**config.mk**
```make
export PLATFORM = sky130hd
export DESIGN_NAME = bdiou_div
export DESIGN_NICKNAME = d
export VERILOG_FILES = /design/src/bdiou_pkg.sv /design/src/bdiou_div.sv
export SDC_FILE = /design/constraint.sdc
export NUM_CORES = 2
export LEC_CHECK = 0
export ABC_AREA = 1
export BUFFER_PORTS_ARGS = -buffer_cell sky130_fd_sc_hd__buf_2
export CORE_MARGIN = 4
export CORE_UTILIZATION = 30
export CTS_CLUSTER_SIZE = 30
export DETAILED_ROUTE_END_ITERATION = 10
export GPL_ROUTABILITY_DRIVEN = 0
export MAX_ROUTING_LAYER = met4
export SLEW_MARGIN = 20
export SYNTH_ARGS = -nofsm -noshare
export SYNTH_HDL_FRONTEND = slang
export SYNTH_SLANG_ARGS = --single-unit
```
**constraint.sdc**
```tcl
create_clock -name clock -period 14.6 [get_ports clock]
set_input_delay 1.46 -clock clock [delete_from_list [all_inputs] [get_ports clock]]
set_output_delay 1.46 -clock clock [all_outputs]
set_load 0.005 [all_outputs]
```
**src/bdiou_pkg.sv**
```systemverilog
// package: widths and types for the distance-iou scorer
`default_nettype none
package bdiou_pkg;
   localparam int CoordBits = 12;
   localparam int FracBits = 14;
   localparam int ScoreBits = 16;
   localparam int EdgeBits = CoordBits + 1;
   localparam int AreaBits = 2 * EdgeBits;
   localparam int CtrBits = CoordBits + 3;
   localparam int DistBits = 2 * CtrBits + 1;
   localparam int QBits = FracBits + 1;
   localparam int NumBits = AreaBits + FracBits;
   localparam int DNumBits = DistBits + FracBits;
   localparam int DivSteps = QBits;
   localparam int StepsPerStage = 3;
   localparam int DivStages = (DivSteps + StepsPerStage - 1) / StepsPerStage;
   localparam int DRemBits = DistBits + 3;

   typedef logic [QBits-1:0] q_type;
endpackage
`default_nettype wire

```
**src/bdiou_div.sv**
```systemverilog
// pipelined restoring divider, a few quotient bits per stage, stallable
`default_nettype none
module bdiou_div (
   input  wire logic clock,
   input  wire logic reset,
   input  wire logic advance,
   input  wire logic [bdiou_pkg::DRemBits-1:0] num,
   input  wire logic [bdiou_pkg::DRemBits-1:0] den,
   output bdiou_pkg::q_type quot
);
   import bdiou_pkg::*;

   logic [DRemBits-1:0] rem_ff [DivStages+1];
   logic [DRemBits-1:0] den_ff [DivStages+1];
   q_type q_ff [DivStages+1];
   logic [DRemBits-1:0] rem_in [DivStages];
   q_type q_in [DivStages];

   // quotient bits produced msb first; num <= den, remainder doubled after the integer bit
   always_comb begin
      for (int s = 0; s < DivStages; s++) begin
         logic [DRemBits:0] r;
         logic [DRemBits:0] t;
         r = {1'b0, rem_ff[s]};
         t = '0;
         q_in[s] = q_ff[s];
         for (int k = 0; k < StepsPerStage; k++) begin
            if (s * StepsPerStage + k < DivSteps) begin
               if (s * StepsPerStage + k != 0) r = r << 1;
               t = r - {1'b0, den_ff[s]};
               if (!t[DRemBits]) begin
                  r = t;
                  q_in[s][DivSteps - 1 - (s * StepsPerStage + k)] = 1'b1;
               end
            end
         end
         rem_in[s] = r[DRemBits-1:0];
      end
   end

   always_ff @(posedge clock) begin
      if (advance) begin
         rem_ff[0] <= num;
         den_ff[0] <= den;
         q_ff[0] <= '0;
         for (int s = 0; s < DivStages; s++) begin
            rem_ff[s+1] <= rem_in[s];
            den_ff[s+1] <= den_ff[s];
            q_ff[s+1] <= q_in[s];
         end
      end
   end

   assign quot = q_ff[DivStages];

   logic unused;
   assign unused = reset ^ (|rem_ff[DivStages]) ^ (|den_ff[DivStages]);
endmodule
`default_nettype wire

```
==> results.toml <==
[synthesis]
synth.distinct_cells = 54
synth_compound_area_share_pct = 17.0
synth-simple-area-share_pct = 29.8
avgSynthCellArea_um2 = 6.80
synth_top_family_by_area = "simple AND/OR/NAND/NOR gates"
yosys.area_share.adder_pct = 13.5
synth_seq_cells = 385
synth_cells = 6945
async_flop_share_pct = 0
yosysWarnings = 0
synth.cell_area_mm2 = 0.0472
synth_xor_area_share_pct = 7.31
synth-edff-count = 385
synth.area.mux_share_pct = 0
synthFlopType = "edfxtp_1"
seq_area_frac_synth_pct = 24.5
syn_nets = 7521

[worst_hold_path]
holdCritStartpoint = "q_ff[3][6]"
hold_end = "q_ff[4][6]"
hold_depth = 0
hold_class = "reg2reg"

[detailed_routing]
route.detailed.drc = 0
drt_iter0_markers = 4808
post_drt_wl_per_cell_um = 17.4
vias_per_cell = 5.22
wirelength_um = 158000
vias = 47319
detail-route-antenna-nets = 0
firstDrtPassIters = 6

[global_route]
grt_pass1_wl_um = 245000
globalRouteTotalUtil_pct = 19.2
grt_max_degree = 83
gr-total-overflow = 0
grt_pass1_vias = 43889
antenna_found_initial = 4

[timing]
fin_crit_ns = 9.41
report.final.hold_viol_count = 0
skew_ns = 0.0568
rsz0062_at_grt = "false"
fin_crit_sh_pct = 64.5
setup_viol = 0
fmax_mhz = 106
relSlewSlack_pct = 38.1
layout_setup_ws_ns = 5.19
slew_violations = 0
tightest_slew_ns = 0.925
fin_tns_setup_ns = 0

[worst_setup_path]
cp_slowest_stage_delay_ns = 0.75
path_max_fanout = 60
cpMaxStageDelayCell = "nand3_2"
r2r_end = "rem_ff[2][23]"
crit-reg2reg-launch = "den_ff[1][0]"
worstRegToRegCells = 37
cpMostUsedCell = "nand2_1"
critical_path_class = "reg2reg"
crit_required_ns = 14.98
crit_path_end_kind = "register"
crit_cells = 37
critPathLaunchType = "register"
critPathArrivalTime_ns = 9.79
crit_family = "simple AND/OR/NAND/NOR gates"
path_buf_inv = 4
reg2reg_slack_ns = 5.19

[finish]
area_growth_pct = 8.47
diodes = 0
layout.cells.most_common = "nand2_1"
drive_gt1_share_pct = 5.11
mostFrequentLayoutCells = "nand2_1, inv_1, nor2_1"
layout.nets = 7549

[clocking]
cts_setup_buffers = 0
cts.path.max_buffers = 3
htreeDepth = 2
path_clk_slew_ns = 0.06
cts_root_buffer = "clkbuf_16"
cts_num_sinks = 385
insertion_delay_ns = 0.66
cts_tree = "yes"
cts_resized = 0
hold_buffers = 0
numCtsBuffers = 47

[floorplanning]
ioPinCount = 86
die_x_um = 405
fp.dieH_um = 405
row_count = 145
core-area_mm2 = 0.156
start_util_pct = 30.2
die_area_mm2 = 0.164

[placement]
place_ws_ns = 5.47
port_buffers = 84
place_hpwl_um = 132000

[status]
status = "finished, final reports clean"

[flow_run]
cap_violations = 0
-- worst max-delay path by stage --
stage                        startpoint             to
after floorplan            den_ff[3][0]  rem_ff[4][24]
after global placement    den_ff[0][31]  rem_ff[1][31]
after detailed placement   den_ff[1][0]  rem_ff[2][23]
after CTS                  den_ff[2][0]  rem_ff[3][33]
after global routing       den_ff[1][0]  rem_ff[2][17]
final                      den_ff[1][0]  rem_ff[2][23]
-- sequential cells by signal, indices dropped and copies added, names as in the netlist --
name,flops
den_ff,170
rem_ff,170
q_ff,45
-- kinds of logic after synthesis --
| group | after synthesis |
|---|---|
| AO/OA/AOI/OAI | 1429 |
| adder cells (fa/ha/maj) | 505 |
| buffers and inverters | 905 |
| flip-flops | 385 |
| AND/OR/NAND/NOR | 3327 |
| XOR/XNOR | 394 |
-- layer usage --
metal | share of wire [%] | track usage (%) | wire, um | vias up
li1 | - | - | - | 23609
met1 | 45 | 25.5 | 70500 | 21783
met2 | 45 | 30.9 | 71500 | 1684
met3 | 7.1 | 2.21 | 11300 | 243
met4 | 3.1 | 5.63 | 4970 | 0
met5 | 0 | - | 0 | -
-- area by class of cell --
type,count,area [um^2]
sequential,385,11600
clock buffer,54,1220
fill,16976,105000
clock inverter,32,422
multi-input combinational,5655,32000
timing repair buffer,93,498
inverter,791,2970
tap,2058,2570
-- synth_stat cells, drive strengths merged (20+ instances only) --
cell / n / area [um^2]
xor2: 205 / 1800
nand2: 1876 / 7200
o21bai: 58 / 435
nor3: 102 / 536
xnor2: 189 / 1660
a21o: 66 / 495
nand4: 72 / 450
a31oi: 45 / 282
or2: 20 / 125
nand3b: 25 / 188
a21boi: 26 / 203
inv: 790 / 2970
o21a: 28 / 210
nor2: 647 / 2460
a21oi: 582 / 2960
edfxtp: 385 / 11600
o21ai: 571 / 3020
nand3: 555 / 2930
ha: 495 / 6190
buf: 107 / 701
-- metrics by stage --
step	utilization [%]	std cells	instance area [um^2]	hold WS, ns
after detailed placement	31.7	8982	49600	0.405
after CTS	32.8	9068	51200	0.414
final	32.8	9068	51200	0.414
after global placement	31.7	8982	49600	0.401
after global routing	32.8	9068	51200	0.415
after floorplan	-	6945	47200	0.400
Power is not shown: default switching activity piles up to over one toggle a cycle in this logic, so the estimate is an artifact.
